`src/sv/lcdns_pkg.sv`:
```
`timescale 1ns / 1ps
// Shared types, codes and constants for the character LCD nibble sequencer.
// No dependencies; the controller, datapath, top level and testbench import this package.
package lcdns_pkg;

  localparam int CfgIndexWidth = 3;
  localparam int CfgDataWidth  = 8;

  typedef enum logic [1:0] {
    ACT_INIT   = 2'd0,
    ACT_CMD    = 2'd1,
    ACT_DATA   = 2'd2,
    ACT_CURSOR = 2'd3
  } action_t;

  localparam logic [CfgIndexWidth-1:0] REG_FUNCTION_SET = 3'd0;
  localparam logic [CfgIndexWidth-1:0] REG_DISPLAY_OFF  = 3'd1;
  localparam logic [CfgIndexWidth-1:0] REG_CLEAR        = 3'd2;
  localparam logic [CfgIndexWidth-1:0] REG_ENTRY_MODE   = 3'd3;
  localparam logic [CfgIndexWidth-1:0] REG_DISPLAY_ON   = 3'd4;
  localparam logic [CfgIndexWidth-1:0] REG_ADDRESS_BITS = 3'd5;

  localparam logic [7:0] RST_FUNCTION_SET = 8'd40;
  localparam logic [7:0] RST_DISPLAY_OFF  = 8'd8;
  localparam logic [7:0] RST_CLEAR        = 8'd1;
  localparam logic [7:0] RST_ENTRY_MODE   = 8'd6;
  localparam logic [7:0] RST_DISPLAY_ON   = 8'd12;
  localparam logic [7:0] RST_ADDRESS_BITS = 8'd128;

  localparam logic [7:0] WAKE_BYTE_FIRST  = 8'h30;
  localparam logic [7:0] WAKE_BYTE_SECOND = 8'h32;

  localparam logic [15:0] WAIT_POWER_UP = 16'd40000;
  localparam logic [15:0] WAIT_WRITE    = 16'd40;
  localparam logic [15:0] WAIT_CURSOR   = 16'd4040;
  localparam logic [15:0] WAIT_WAKE     = 16'd79;
  localparam logic [15:0] WAIT_SETUP    = 16'd77;
  localparam logic [15:0] WAIT_CLEAR    = 16'd2040;
  localparam logic [15:0] WAIT_MODE     = 16'd80;

  // Phases of one byte: high nibble in 0..2, low nibble in 3..5.
  localparam logic [2:0] PHASE_FIRST      = 3'd0;
  localparam logic [2:0] PHASE_HI_STROBE  = 3'd1;
  localparam logic [2:0] PHASE_LO_START   = 3'd3;
  localparam logic [2:0] PHASE_LO_STROBE  = 3'd4;
  localparam logic [2:0] PHASE_LAST       = 3'd5;

  // Init byte slots.
  localparam logic [2:0] INIT_WAKE_FIRST  = 3'd0;
  localparam logic [2:0] INIT_WAKE_SECOND = 3'd1;
  localparam logic [2:0] INIT_FUNCTION    = 3'd2;
  localparam logic [2:0] INIT_DISPLAY_OFF = 3'd3;
  localparam logic [2:0] INIT_CLEAR       = 3'd4;
  localparam logic [2:0] INIT_ENTRY_MODE  = 3'd5;
  localparam logic [2:0] INIT_DISPLAY_ON  = 3'd6;

  function automatic logic [6:0] row_base(input logic [1:0] row);
    logic [6:0] base;
    case (row)
      2'd0:    base = 7'h00;
      2'd1:    base = 7'h40;
      2'd2:    base = 7'h14;
      2'd3:    base = 7'h54;
      default: base = 7'h00;
    endcase
    return base;
  endfunction

  typedef struct packed {
    logic       load;
    logic       emit;
    logic       hold;
    logic       last;
    logic [2:0] phase;
    logic [2:0] byte_idx;
  } ctrl_cmd_t;

  typedef struct packed {
    logic out_free;
    logic init_mode;
  } ctrl_status_t;

endpackage

```
`src/sv/lcdns_if.sv`:
```
`timescale 1ns / 1ps
// Input and result channel interfaces of the character LCD nibble sequencer.
// Depends on nothing; valid/ready handshake with source and sink modports.
interface lcdns_in_if;
  logic       valid;
  logic       ready;
  logic [1:0] action;
  logic [7:0] data_byte;
  logic [1:0] row;
  logic [5:0] column;

  modport source(output valid, output action, output data_byte, output row,
                 output column, input ready);
  modport sink(input valid, input action, input data_byte, input row,
               input column, output ready);
endinterface

interface lcdns_out_if;
  logic        valid;
  logic        ready;
  logic        register_select;
  logic        enable;
  logic [3:0]  nibble;
  logic [15:0] wait_us;
  logic        last;

  modport source(output valid, output register_select, output enable,
                 output nibble, output wait_us, output last, input ready);
  modport sink(input valid, input register_select, input enable,
               input nibble, input wait_us, input last, output ready);
endinterface

```
`src/sv/lcdns_ctrl.sv`:
```
`timescale 1ns / 1ps
// Sequencing state machine: steps through the hold state, byte slots and phases.
// Depends on lcdns_pkg; drives the datapath through ctrl_cmd_t.
module lcdns_ctrl
  import lcdns_pkg::*;
(
  input  logic         clk,
  input  logic         rst,
  input  logic         in_valid,
  input  logic [1:0]   in_action,
  output logic         in_ready,
  input  ctrl_status_t status,
  output ctrl_cmd_t    cmd
);

  typedef enum logic [2:0] {
    S_IDLE = 3'b001,
    S_HOLD = 3'b010,
    S_BYTE = 3'b100
  } state_t;

  state_t     state, state_next;
  logic [2:0] phase, phase_next;
  logic [2:0] byte_idx, byte_idx_next;
  logic       byte_done;
  logic       item_done;

  assign byte_done = (phase == PHASE_LAST);
  assign item_done = byte_done && (!status.init_mode || byte_idx == INIT_DISPLAY_ON);
  assign in_ready  = (state == S_IDLE);

  always_comb begin
    state_next    = state;
    phase_next    = phase;
    byte_idx_next = byte_idx;
    cmd.load      = 1'b0;
    cmd.emit      = 1'b0;
    cmd.hold      = 1'b0;
    cmd.last      = 1'b0;
    cmd.phase     = phase;
    cmd.byte_idx  = byte_idx;
    case (state)
      S_IDLE: begin
        if (in_valid) begin
          cmd.load      = 1'b1;
          phase_next    = PHASE_FIRST;
          byte_idx_next = INIT_WAKE_FIRST;
          state_next    = (action_t'(in_action) == ACT_INIT) ? S_HOLD : S_BYTE;
        end
      end
      S_HOLD: begin
        if (status.out_free) begin
          cmd.emit   = 1'b1;
          cmd.hold   = 1'b1;
          state_next = S_BYTE;
        end
      end
      S_BYTE: begin
        if (status.out_free) begin
          cmd.emit = 1'b1;
          cmd.last = item_done;
          if (item_done) begin
            state_next = S_IDLE;
          end else if (byte_done) begin
            phase_next    = PHASE_FIRST;
            byte_idx_next = byte_idx + 3'd1;
          end else begin
            phase_next = phase + 3'd1;
          end
        end
      end
      default: begin
        state_next = S_IDLE;
      end
    endcase
  end

  always_ff @(posedge clk) begin
    if (rst) begin
      state    <= S_IDLE;
      phase    <= PHASE_FIRST;
      byte_idx <= INIT_WAKE_FIRST;
    end else begin
      state    <= state_next;
      phase    <= phase_next;
      byte_idx <= byte_idx_next;
    end
  end

endmodule

```
`src/sv/lcdns_dp.sv`:
```
`timescale 1ns / 1ps
// Datapath: configuration registers, item latch, byte and wait selection,
// and the result register. Depends on lcdns_pkg and the lcdns_out_if interface.
module lcdns_dp
  import lcdns_pkg::*;
(
  input  logic                     clk,
  input  logic                     rst,
  input  logic                     cfg_write,
  input  logic [CfgIndexWidth-1:0] cfg_index,
  input  logic [CfgDataWidth-1:0]  cfg_data,
  input  logic [1:0]               in_action,
  input  logic [7:0]               in_data_byte,
  input  logic [1:0]               in_row,
  input  logic [5:0]               in_column,
  input  ctrl_cmd_t                cmd,
  output ctrl_status_t             status,
  lcdns_out_if.source              out_ch
);

  logic [7:0] function_set_command;
  logic [7:0] display_off_command;
  logic [7:0] clear_command;
  logic [7:0] entry_mode_command;
  logic [7:0] display_on_command;
  logic [7:0] address_command_bits;

  action_t    act;
  logic [7:0] byte_q;
  logic [6:0] cursor_addr;
  logic [7:0] cursor_cmd;
  logic [7:0] cur_byte;
  logic [15:0] byte_wait;
  logic       out_valid;
  logic       out_free;

  always_ff @(posedge clk) begin
    if (rst) begin
      function_set_command <= RST_FUNCTION_SET;
      display_off_command  <= RST_DISPLAY_OFF;
      clear_command        <= RST_CLEAR;
      entry_mode_command   <= RST_ENTRY_MODE;
      display_on_command   <= RST_DISPLAY_ON;
      address_command_bits <= RST_ADDRESS_BITS;
    end else if (cfg_write) begin
      case (cfg_index)
        REG_FUNCTION_SET: function_set_command <= cfg_data;
        REG_DISPLAY_OFF:  display_off_command  <= cfg_data;
        REG_CLEAR:        clear_command        <= cfg_data;
        REG_ENTRY_MODE:   entry_mode_command   <= cfg_data;
        REG_DISPLAY_ON:   display_on_command   <= cfg_data;
        REG_ADDRESS_BITS: address_command_bits <= cfg_data;
        default: begin
        end
      endcase
    end
  end

  assign cursor_addr = row_base(in_row) + {1'b0, in_column};
  assign cursor_cmd  = {1'b0, cursor_addr} | address_command_bits;

  always_ff @(posedge clk) begin
    if (cmd.load) begin
      act    <= action_t'(in_action);
      byte_q <= (action_t'(in_action) == ACT_CURSOR) ? cursor_cmd : in_data_byte;
    end
  end

  always_comb begin
    cur_byte  = byte_q;
    byte_wait = WAIT_WRITE;
    case (act)
      ACT_INIT: begin
        case (cmd.byte_idx)
          INIT_WAKE_FIRST:  begin cur_byte = WAKE_BYTE_FIRST;      byte_wait = WAIT_WAKE;  end
          INIT_WAKE_SECOND: begin cur_byte = WAKE_BYTE_SECOND;     byte_wait = WAIT_WAKE;  end
          INIT_FUNCTION:    begin cur_byte = function_set_command; byte_wait = WAIT_SETUP; end
          INIT_DISPLAY_OFF: begin cur_byte = display_off_command;  byte_wait = WAIT_SETUP; end
          INIT_CLEAR:       begin cur_byte = clear_command;        byte_wait = WAIT_CLEAR; end
          INIT_ENTRY_MODE:  begin cur_byte = entry_mode_command;   byte_wait = WAIT_MODE;  end
          default:          begin cur_byte = display_on_command;   byte_wait = WAIT_MODE;  end
        endcase
      end
      ACT_CURSOR: byte_wait = WAIT_CURSOR;
      default: byte_wait = WAIT_WRITE;
    endcase
  end

  assign out_free         = !out_valid || out_ch.ready;
  assign status.out_free  = out_free;
  assign status.init_mode = (act == ACT_INIT);

  always_ff @(posedge clk) begin
    if (rst) begin
      out_valid <= 1'b0;
    end else if (cmd.emit) begin
      out_valid <= 1'b1;
    end else if (out_ch.ready) begin
      out_valid <= 1'b0;
    end
  end

  always_ff @(posedge clk) begin
    if (cmd.emit) begin
      if (cmd.hold) begin
        out_ch.register_select <= 1'b0;
        out_ch.enable          <= 1'b0;
        out_ch.nibble          <= 4'd0;
        out_ch.wait_us         <= WAIT_POWER_UP;
        out_ch.last            <= 1'b0;
      end else begin
        out_ch.register_select <= (act == ACT_DATA);
        out_ch.enable          <= (cmd.phase == PHASE_HI_STROBE) ||
                                  (cmd.phase == PHASE_LO_STROBE);
        out_ch.nibble          <= (cmd.phase < PHASE_LO_START) ? cur_byte[7:4]
                                                               : cur_byte[3:0];
        out_ch.wait_us         <= (cmd.phase == PHASE_LAST) ? byte_wait : 16'd0;
        out_ch.last            <= cmd.last;
      end
    end
  end

  assign out_ch.valid = out_valid;

endmodule

```
`src/sv/char_lcd_nibble_sequencer_unit.sv`:
```
`timescale 1ns / 1ps
// Top level of the character LCD nibble sequencer for a 4-bit HD44780-style bus.
// Depends on lcdns_pkg, lcdns_if, lcdns_ctrl and lcdns_dp.
//
// One input transaction carries an action: initialize, write a command byte,
// write a data byte, or set the cursor from a row and a column. Each result
// transaction is one pin state for RS, E and D7..D4 together with the time in
// microseconds to hold it; last marks the final pin state of the action.
// A byte gives six pin states, high nibble first, each nibble as data with E
// low, E high, E low. Initialization gives a power-up hold state and seven
// bytes, 43 pin states in all.
// After the input transaction is accepted, the controller loads one pin state
// per cycle into the result register while the receiver takes them, set by the
// phase and byte counters of the controller. The next input is taken in the
// cycle after the last pin state is loaded into the result register, while
// that result still waits. When the receiver stalls, the result register holds
// and the sequence pauses. Reset is synchronous: it returns the controller to
// idle, empties the result register and loads the standard init command bytes
// into the registers. Registers are written through cfg_write, cfg_index and
// cfg_data; the user must write them only while idle, as the block itself
// does not enforce it.
module char_lcd_nibble_sequencer_unit
  import lcdns_pkg::*;
(
  input  logic                     clk,
  input  logic                     rst,
  input  logic                     cfg_write,
  input  logic [CfgIndexWidth-1:0] cfg_index,
  input  logic [CfgDataWidth-1:0]  cfg_data,
  lcdns_in_if.sink                 in_ch,
  lcdns_out_if.source              out_ch
);

  ctrl_cmd_t    cmd;
  ctrl_status_t status;

  lcdns_ctrl u_ctrl (
    .clk       (clk),
    .rst       (rst),
    .in_valid  (in_ch.valid),
    .in_action (in_ch.action),
    .in_ready  (in_ch.ready),
    .status    (status),
    .cmd       (cmd)
  );

  lcdns_dp u_dp (
    .clk          (clk),
    .rst          (rst),
    .cfg_write    (cfg_write),
    .cfg_index    (cfg_index),
    .cfg_data     (cfg_data),
    .in_action    (in_ch.action),
    .in_data_byte (in_ch.data_byte),
    .in_row       (in_ch.row),
    .in_column    (in_ch.column),
    .cmd          (cmd),
    .status       (status),
    .out_ch       (out_ch)
  );

endmodule

```
`src/flat_wrapper.sv`:
```
// flat-port wrapper written by rule: the top's interface ports become plain ports
module char_lcd_nibble_sequencer_unit_flat import lcdns_pkg::*;
  (clk, rst, cfg_write, cfg_index, cfg_data, in_ch_valid, in_ch_action, in_ch_data_byte, in_ch_row, in_ch_column, in_ch_ready, out_ch_valid, out_ch_register_select, out_ch_enable, out_ch_nibble, out_ch_wait_us, out_ch_last, out_ch_ready);
  lcdns_in_if in_ch_i ();
  lcdns_out_if out_ch_i ();
  input  logic clk;
  input  logic rst;
  input  logic cfg_write;
  input  logic [CfgIndexWidth-1:0] cfg_index;
  input  logic [CfgDataWidth-1:0] cfg_data;
  input wire logic [$bits(in_ch_i.valid)-1:0] in_ch_valid;
  input wire logic [$bits(in_ch_i.action)-1:0] in_ch_action;
  input wire logic [$bits(in_ch_i.data_byte)-1:0] in_ch_data_byte;
  input wire logic [$bits(in_ch_i.row)-1:0] in_ch_row;
  input wire logic [$bits(in_ch_i.column)-1:0] in_ch_column;
  output wire logic [$bits(in_ch_i.ready)-1:0] in_ch_ready;
  output wire logic [$bits(out_ch_i.valid)-1:0] out_ch_valid;
  output wire logic [$bits(out_ch_i.register_select)-1:0] out_ch_register_select;
  output wire logic [$bits(out_ch_i.enable)-1:0] out_ch_enable;
  output wire logic [$bits(out_ch_i.nibble)-1:0] out_ch_nibble;
  output wire logic [$bits(out_ch_i.wait_us)-1:0] out_ch_wait_us;
  output wire logic [$bits(out_ch_i.last)-1:0] out_ch_last;
  input wire logic [$bits(out_ch_i.ready)-1:0] out_ch_ready;
  assign in_ch_i.valid = in_ch_valid;
  assign in_ch_i.action = in_ch_action;
  assign in_ch_i.data_byte = in_ch_data_byte;
  assign in_ch_i.row = in_ch_row;
  assign in_ch_i.column = in_ch_column;
  assign in_ch_ready = in_ch_i.ready;
  assign out_ch_valid = out_ch_i.valid;
  assign out_ch_register_select = out_ch_i.register_select;
  assign out_ch_enable = out_ch_i.enable;
  assign out_ch_nibble = out_ch_i.nibble;
  assign out_ch_wait_us = out_ch_i.wait_us;
  assign out_ch_last = out_ch_i.last;
  assign out_ch_i.ready = out_ch_ready;
  char_lcd_nibble_sequencer_unit u_core (.clk(clk), .rst(rst), .cfg_write(cfg_write), .cfg_index(cfg_index), .cfg_data(cfg_data), .in_ch(in_ch_i), .out_ch(out_ch_i));
endmodule
```
`config.mk`:
```
export PLATFORM = sky130hd
export DESIGN_NAME = char_lcd_nibble_sequencer_unit_flat
export DESIGN_NICKNAME = d
export VERILOG_FILES = /design/src/sv/lcdns_pkg.sv /design/src/sv/lcdns_if.sv /design/src/sv/lcdns_ctrl.sv /design/src/sv/lcdns_dp.sv /design/src/sv/char_lcd_nibble_sequencer_unit.sv /design/src/flat_wrapper.sv
export SDC_FILE = /design/constraint.sdc
export NUM_CORES = 1
export LEC_CHECK = 0
export BUFFER_PORTS_ARGS = -buffer_cell sky130_fd_sc_hd__buf_4
export CAP_MARGIN = 40
export CORE_MARGIN = 1.5
export CORE_UTILIZATION = 50
export DETAILED_ROUTE_END_ITERATION = 8
export GPL_TIMING_DRIVEN = 1
export PLACE_DENSITY = 0.69
export SYNTH_ARGS = -nofsm -noshare
export SYNTH_HDL_FRONTEND = slang
export SYNTH_SLANG_ARGS = --single-unit
```
`constraint.sdc`:
```
create_clock -name clk -period 2.6 [get_ports clk]
set_input_delay 0.52 -clock clk [delete_from_list [all_inputs] [get_ports clk]]
set_output_delay 0.52 -clock clk [all_outputs]
set_load 0.005 [all_outputs]
```
Word-level counts from Yosys, hierarchy flattened
Cells that the tools add are included.
{"block": "word_totals", "ff_bits": 91, "wordCells": 112, "output_inout_bits": 25, "inputBits": 34}
{"block": "op_classes", "bitwise": 4, "muxes": 31, "magnitude_cmp": 1, "n_reduce_logical": 26, "n_eq_ne": 29, "add_sub_neg": 3}
{"cell": "one-hot mux 8 bit (6 select lines)", "n": 1}
{"cell": "two-way mux 3 bit", "n": 12}
{"cell": "one-hot mux 11 bit (3 select lines)", "n": 1}
{"cell": "one-hot mux 16 bit (2 select lines)", "n": 1}
{"cell": "one-hot mux 7 bit (4 select lines)", "n": 1}
{"cell": "equality test 3 bit (second input constant)", "n": 8}
{"cell": "two-way mux 16 bit", "n": 1}
{"cell": "two-way mux 8 bit", "n": 2}
{"cell": "equality test 3 x 2 -> 1 bit (second input constant)", "n": 5}
{"cell": "equality test 3 x 1 -> 1 bit (second input constant)", "n": 4}
{"cell": "inequality test 2 bit (second input constant)", "n": 6}
{"cell": "one-hot mux 3 bit (2 select lines)", "n": 2}
{"cell": "AND reduction 2 bit", "n": 6}
{"cell": "equality test 2 bit (second input constant)", "n": 5}
{"cell": "one-hot mux 3 bit (3 select lines)", "n": 1}
{"cell": "bitwise OR 7 x 8 -> 8 bit", "n": 1}
{"cell": "AND reduction 4 bit", "n": 2}
{"cell": "adder 7 x 6 -> 7 bit", "n": 1}
{"cell": "adder 3 x 1 -> 3 bit (second input constant)", "n": 2}
{"cell": "logical NOT 2 bit", "n": 3}
{"cell": "logical NOT 3 bit", "n": 2}
{"cell": "two-way mux 1 bit", "n": 6}
{"cell": "OR reduction 2 bit", "n": 3}
{"cell": "AND reduction 5 bit", "n": 1}
{"cell": "11 further kinds", "n": 17}

Longest topological paths before layout
{"block": "logic_depth", "ltp_word": 7, "depth_mapped": 8, "depth_no_buf": 7}

Hierarchy
From an unflattened synthesis, not the netlist that was laid out.
{"block": "hier_totals", "cells_unflattened": 464, "hier_area_um2": 4161.5}
{"mod": "lcdns_dp", "area_each_um2": 3613.5, "n_inst": 1, "cells_each": 393, "seq_area_each_um2": 1791.7}
{"mod": "lcdns_ctrl", "area_each_um2": 548.0, "n_inst": 1, "cells_each": 71, "seq_area_each_um2": 180.2}

Worst setup path before layout
Ideal clock, no wire load.
{"block": "synth_timing", "path_kind": "reg2reg", "startpoint": "register u_core.u_ctrl.byte_idx[0]", "endpoint": "register u_core.u_dp.out_ch.nibble[0], data pin", "t_arrival_ns": 1.853, "setup_ns": 0.259, "path_slack_ns": 0.488, "path_buffers": 1, "path_stages_with_launch": 8, "required_time_ns": 2.341, "synth_period_minus_slack_ns": 2.112, "path_cell_list": "dfxtp_1 -> ha_1 -> ha_1 -> clkbuf_1 -> or4_1 -> o21ai_1 -> a21oi_1 -> o31a_1"}
{"block": "synth_via", "elab_chain_len": 4, "elab_cells_between_ends": 9, "cone_classes": "eq/ne: 5; mux: 3; reduce/logical: 1"}
{"item": "start: declaration", "line_no": "lcdns_ctrl.sv:24", "rtl": "logic [2:0] byte_idx, byte_idx_next;"}
{"item": "start signal: assignment", "line_no": "lcdns_ctrl.sv:86", "rtl": "byte_idx <= byte_idx_next;"}
{"item": "equality test 3 bit (tied with other cells)", "line_no": "lcdns_dp.sv:74", "rtl": "case (cmd.byte_idx)"}
{"item": "one-hot mux 8 bit (6 select lines) *", "line_no": "lcdns_dp.sv:74"}
{"item": "two-way mux 8 bit *", "line_no": "lcdns_dp.sv:72", "rtl": "case (act)"}
{"item": "two-way mux 4 bit *", "line_no": "lcdns_dp.sv:115", "rtl": "out_ch.nibble <= (cmd.phase < PHASE_LO_START) ? cur_byte[7:4]"}
{"item": "end signal: assignment", "line_no": "lcdns_dp.sv:115"}
{"item": "end: declaration", "line_no": "lcdns_if.sv:28", "rtl": "output nibble, output wait_us, output last, input ready);"}
Mark *: on every way between the ends. The rest lies on a longest branch, timed or not.
A chain may end at the register's enable or synchronous reset.

Final worst setup path
{"block": "layout_timing", "startpoint": "register u_core.u_ctrl.byte_idx[0]", "endpoint": "register u_core.u_dp.out_ch.nibble[1], data pin"}
The elaborated chain is that of the path after synthesis.

==> flow_summary.yaml <==
run_status:
  run_status: "finished clean"
final_layout:
  antenna_fix_cells: 0
  sequential_cell_area_sq_mm: 0.00197
  synthToLayoutAreaGrowth_pct: 15.6
  fillerInstances: 690
  layout-drive-gt1-share_pct: 16.0
  multi_input_comb_area_sq_mm: 0.00189
  nets: 545
  layout.core_utilization_pct: 60.1
  finish.cell_count_without_fillers: 608
sta:
  post-route-min-period_ns: 2.39
  grt_setup_unrepaired: "false"
  drv_slew: 0
  setup_viol_count_final: 0
  fin_skew_ns: 0.00905
  fmax_mhz: 418
  tns_ns: 0
  max_slew.worst_pin.slew_ns: 0.777
  final_hold_viol_count: 0
  worst_hold_slack_after_final_layout_ns: 0.361
  timing.slew.headroom_pct: 47.8
  fin_crit_sh_pct: 92.0
power:
  p_comb_share_pct: 10.7
  power.share.clock_pct: 34.8
  power_report.internal_total_mw: 2.02
  post-layout-total-power_mw: 2.67
  p_leak_nw: 1.79
  netSwitchingPower_mw: 0.643
  powerDensity_mw_per_mm2: 571
  peakVddDrop_mv: 0.275
  netSwitchingFraction_pct: 24.1
  seq_power_share_pct: 54.5
yosys:
  netlist_area_sq_mm: 0.00404
  synth-seq-area-share_pct: 48.8
  ys_top_cells_by_area: "dfxtp_1, edfxtp_1, nand2_1"
  ys_seq_elements: 85
  postSynth.topFlopCell: "dfxtp_1"
  asyncSetResetFlopFracSynth_pct: 0
  most_numerous_cell_in_the_yosys_netlist: "nand2_1"
  post_synth_inst_count: 459
  avgSynthCellArea_sq_um: 8.80
  synth_cell_type_count: 58
  total_of_warnings_raised_by_yosys: 0
  post_synth_top_area_share_pct: 28.7
  netlist.top_cell.by_area: "dfxtp_1"
  cell_types_with_the_highest_counts_after_synthesis: "nand2_1, dfxtp_1, a21oi_1, nor2_1, edfxtp_1"
  post_synth_edffs: 27
placed_design:
  place.detailed.instances: 592
  dp_hpwl_mm: 7.01
  finalWeightedCongestion: 0.852
  portBuffers: 56
setup_path:
  start_kind: "flop"
  timing.setup.critical_path_class: "reg2reg"
  setup.worst_path.start: "u_core.u_ctrl.byte_idx[0]"
  reg2reg_depth: 7
  worst-endpoint-arrival_ns: 2.54
  r2r-start: "u_core.u_ctrl.byte_idx[0]"
  required_ns: 2.75
  critical_path.endpoint_type: "flop"
  critical_path_peak_fanout: 9
detailed_routing:
  first_pass_iters: 5
  route.final.wire_length_mm: 9.38
  post_drt_via_cell_ratio: 5.47
  drt_iter0_drc: 238
  post_drt_wl_per_cell_microns: 15.4
  drc: 0
  route.antenna.remaining_nets: 0
  dr_total_vias: 3328
flow_run:
  maxCapViolCount: 0
clocking:
  holdBufCountCts: 0
  ctsHtreeMaxLevel: 3
  cts_sink_cnt: 85
  clock-root-buffer: "clkbuf_8"
  tritoncts_clock_tree: "yes"
  clk_pin_slew_worst_paths_ns: 0.08
  post-cts-setup-buffers: 0
  postCtsResizedCells: 0
  cts_buffers: 9
  clock_path_buffers: 2
  insertion_delay_ns: 0.35
worst_hold_path:
  hp-class: "in2reg"
  timing.hold.worst_path_depth: 1
  hold_path.startpoint: "in_ch_action[1]"
floorplanning:
  effective_utilization_at_floorplan_pct: 52.0
  dieWidth_microns: 92.9
  io-pin-count: 59
  die_area_sq_mm: 0.00863
  core_region_area_sq_mm: 0.00777
  num_rows: 32
  die_height_microns: 92.9
global_route:
  grt_pass1_wl_mm: 14.9
  globalRouteOverflowTotal: 0
  maximum_number_of_pins_on_one_net_before_global_route_repair: 60
  grt_antenna_before_repair: 0
  grt_usage_pct: 22.7
  vias_in_the_first_global_route: 3020
[final timing paths]
| check | endpoint | slack [ns] |
|---|---|---|
| max | u_core.u_dp.out_ch.nibble[1] | 0.21 |
| min | u_core.u_dp.act[1] | 0.36 |
| max reg2reg | u_core.u_dp.out_ch.nibble[1] | 0.21 |
| min reg2reg | u_core.u_dp.entry_mode_command[4] | 0.46 |
[metrics by stage]
| stage | area [sq um] | setup WS, ns |
|---|---|---|
| global route | 4670 | 0.0220 |
| finish | 4670 | 0.208 |
| floorplan | 4040 | 0.488 |
| detailed placement | 4470 | 0.289 |
| global placement | 4470 | 0.408 |
| CTS | 4670 | 0.234 |
[layer usage]
metal  routed length, microns  global-route usage (%)  vias to the layer above
met2                     4460                    37.7                       93
met3                      505                    3.20                       11
met4                      144                    8.08                        0
li1                         -                       -                     1683
met5                        0                       0                        -
met1                     4270                    30.1                     1541
[layout make-up]
| cell class | count | share of cell area (%) |
|---|---|---|
| timing repair buffer | 59 | 9.49 |
| inverter | 10 | 0.804 |
| sequential | 85 | 42.2 |
| clock inverter | 4 | 1.05 |
| clock buffer | 12 | 3.14 |
| multi-input combinational | 336 | 40.6 |
| tap | 102 | 2.73 |
[critical path: stages, from the launching register on]
cell,delay (ns)
dfxtp_1,0.36
inv_1,0.10
ha_1,0.22
nor2b_1,0.60
a222oi_1,0.20
nor3b_1,0.19
o221a_1,0.25
a2111oi_2,0.27
[power by group through the flow]
stage,clock network [mW],registers [mW],logic (mW)
floorplan,0,1.47,0.174
global placement,0,1.48,0.280
detailed placement,0,1.48,0.285
CTS,0.944,1.45,0.286
global route,0.996,1.46,0.317
finish,0.928,1.45,0.285
[registers in the layout, summed over array words and instances (netlist names), 2 cells and up]
register / cells
u_core.u_dp.out_ch.wait_us: 10
u_core.u_dp.display_on_command: 8
u_core.u_dp.function_set_command: 8
u_core.u_dp.act: 2
u_core.u_ctrl.byte_idx: 3
u_core.u_ctrl.state: 3
u_core.u_ctrl.phase: 3
u_core.u_dp.clear_command: 8
u_core.u_dp.out_ch.nibble: 4
u_core.u_dp.display_off_command: 8
u_core.u_dp.entry_mode_command: 8
u_core.u_dp.byte_q: 8
u_core.u_dp.address_command_bits: 8
[cells by family (layout without fill, tap and decap cells)]
kind of cell             after synthesis  count (layout)  share of synthesized area (%)
adder cells (fa/ha/maj)               11              11                           3.34
AO/OA/AOI/OAI                        107             107                           16.9
multiplexers                           8               8                           2.01
other                                  1               2                         0.0928
AND/OR/NAND/NOR                      202             202                           23.1
buffers and inverters                 39              85                           4.40
flip-flops                            85              85                           48.8
XOR/XNOR                               6               6                           1.30
[cells in the final DEF, fill, tap and decap left out, types with 3 or more instances in the layout]
cell type / instances
nand2b_1: 6
mux2i_1: 7
a22o_1: 6
nor3_1: 6
xnor2_1: 5
o21ai_1: 5
nor2b_1: 8
a222oi_1: 5
nand3b_1: 9
o21ai_0: 11
ha_1: 10
inv_1: 9
buf_4: 59
a211oi_1: 3
edfxtp_1: 27
dfxtp_1: 58
a31oi_1: 5
nor2_1: 42
and2_1: 6
nand2_1: 108
clkbuf_8: 10
a21oi_1: 48
o31ai_1: 3
nand3_1: 4
Power figures use the tool's default switching activity.
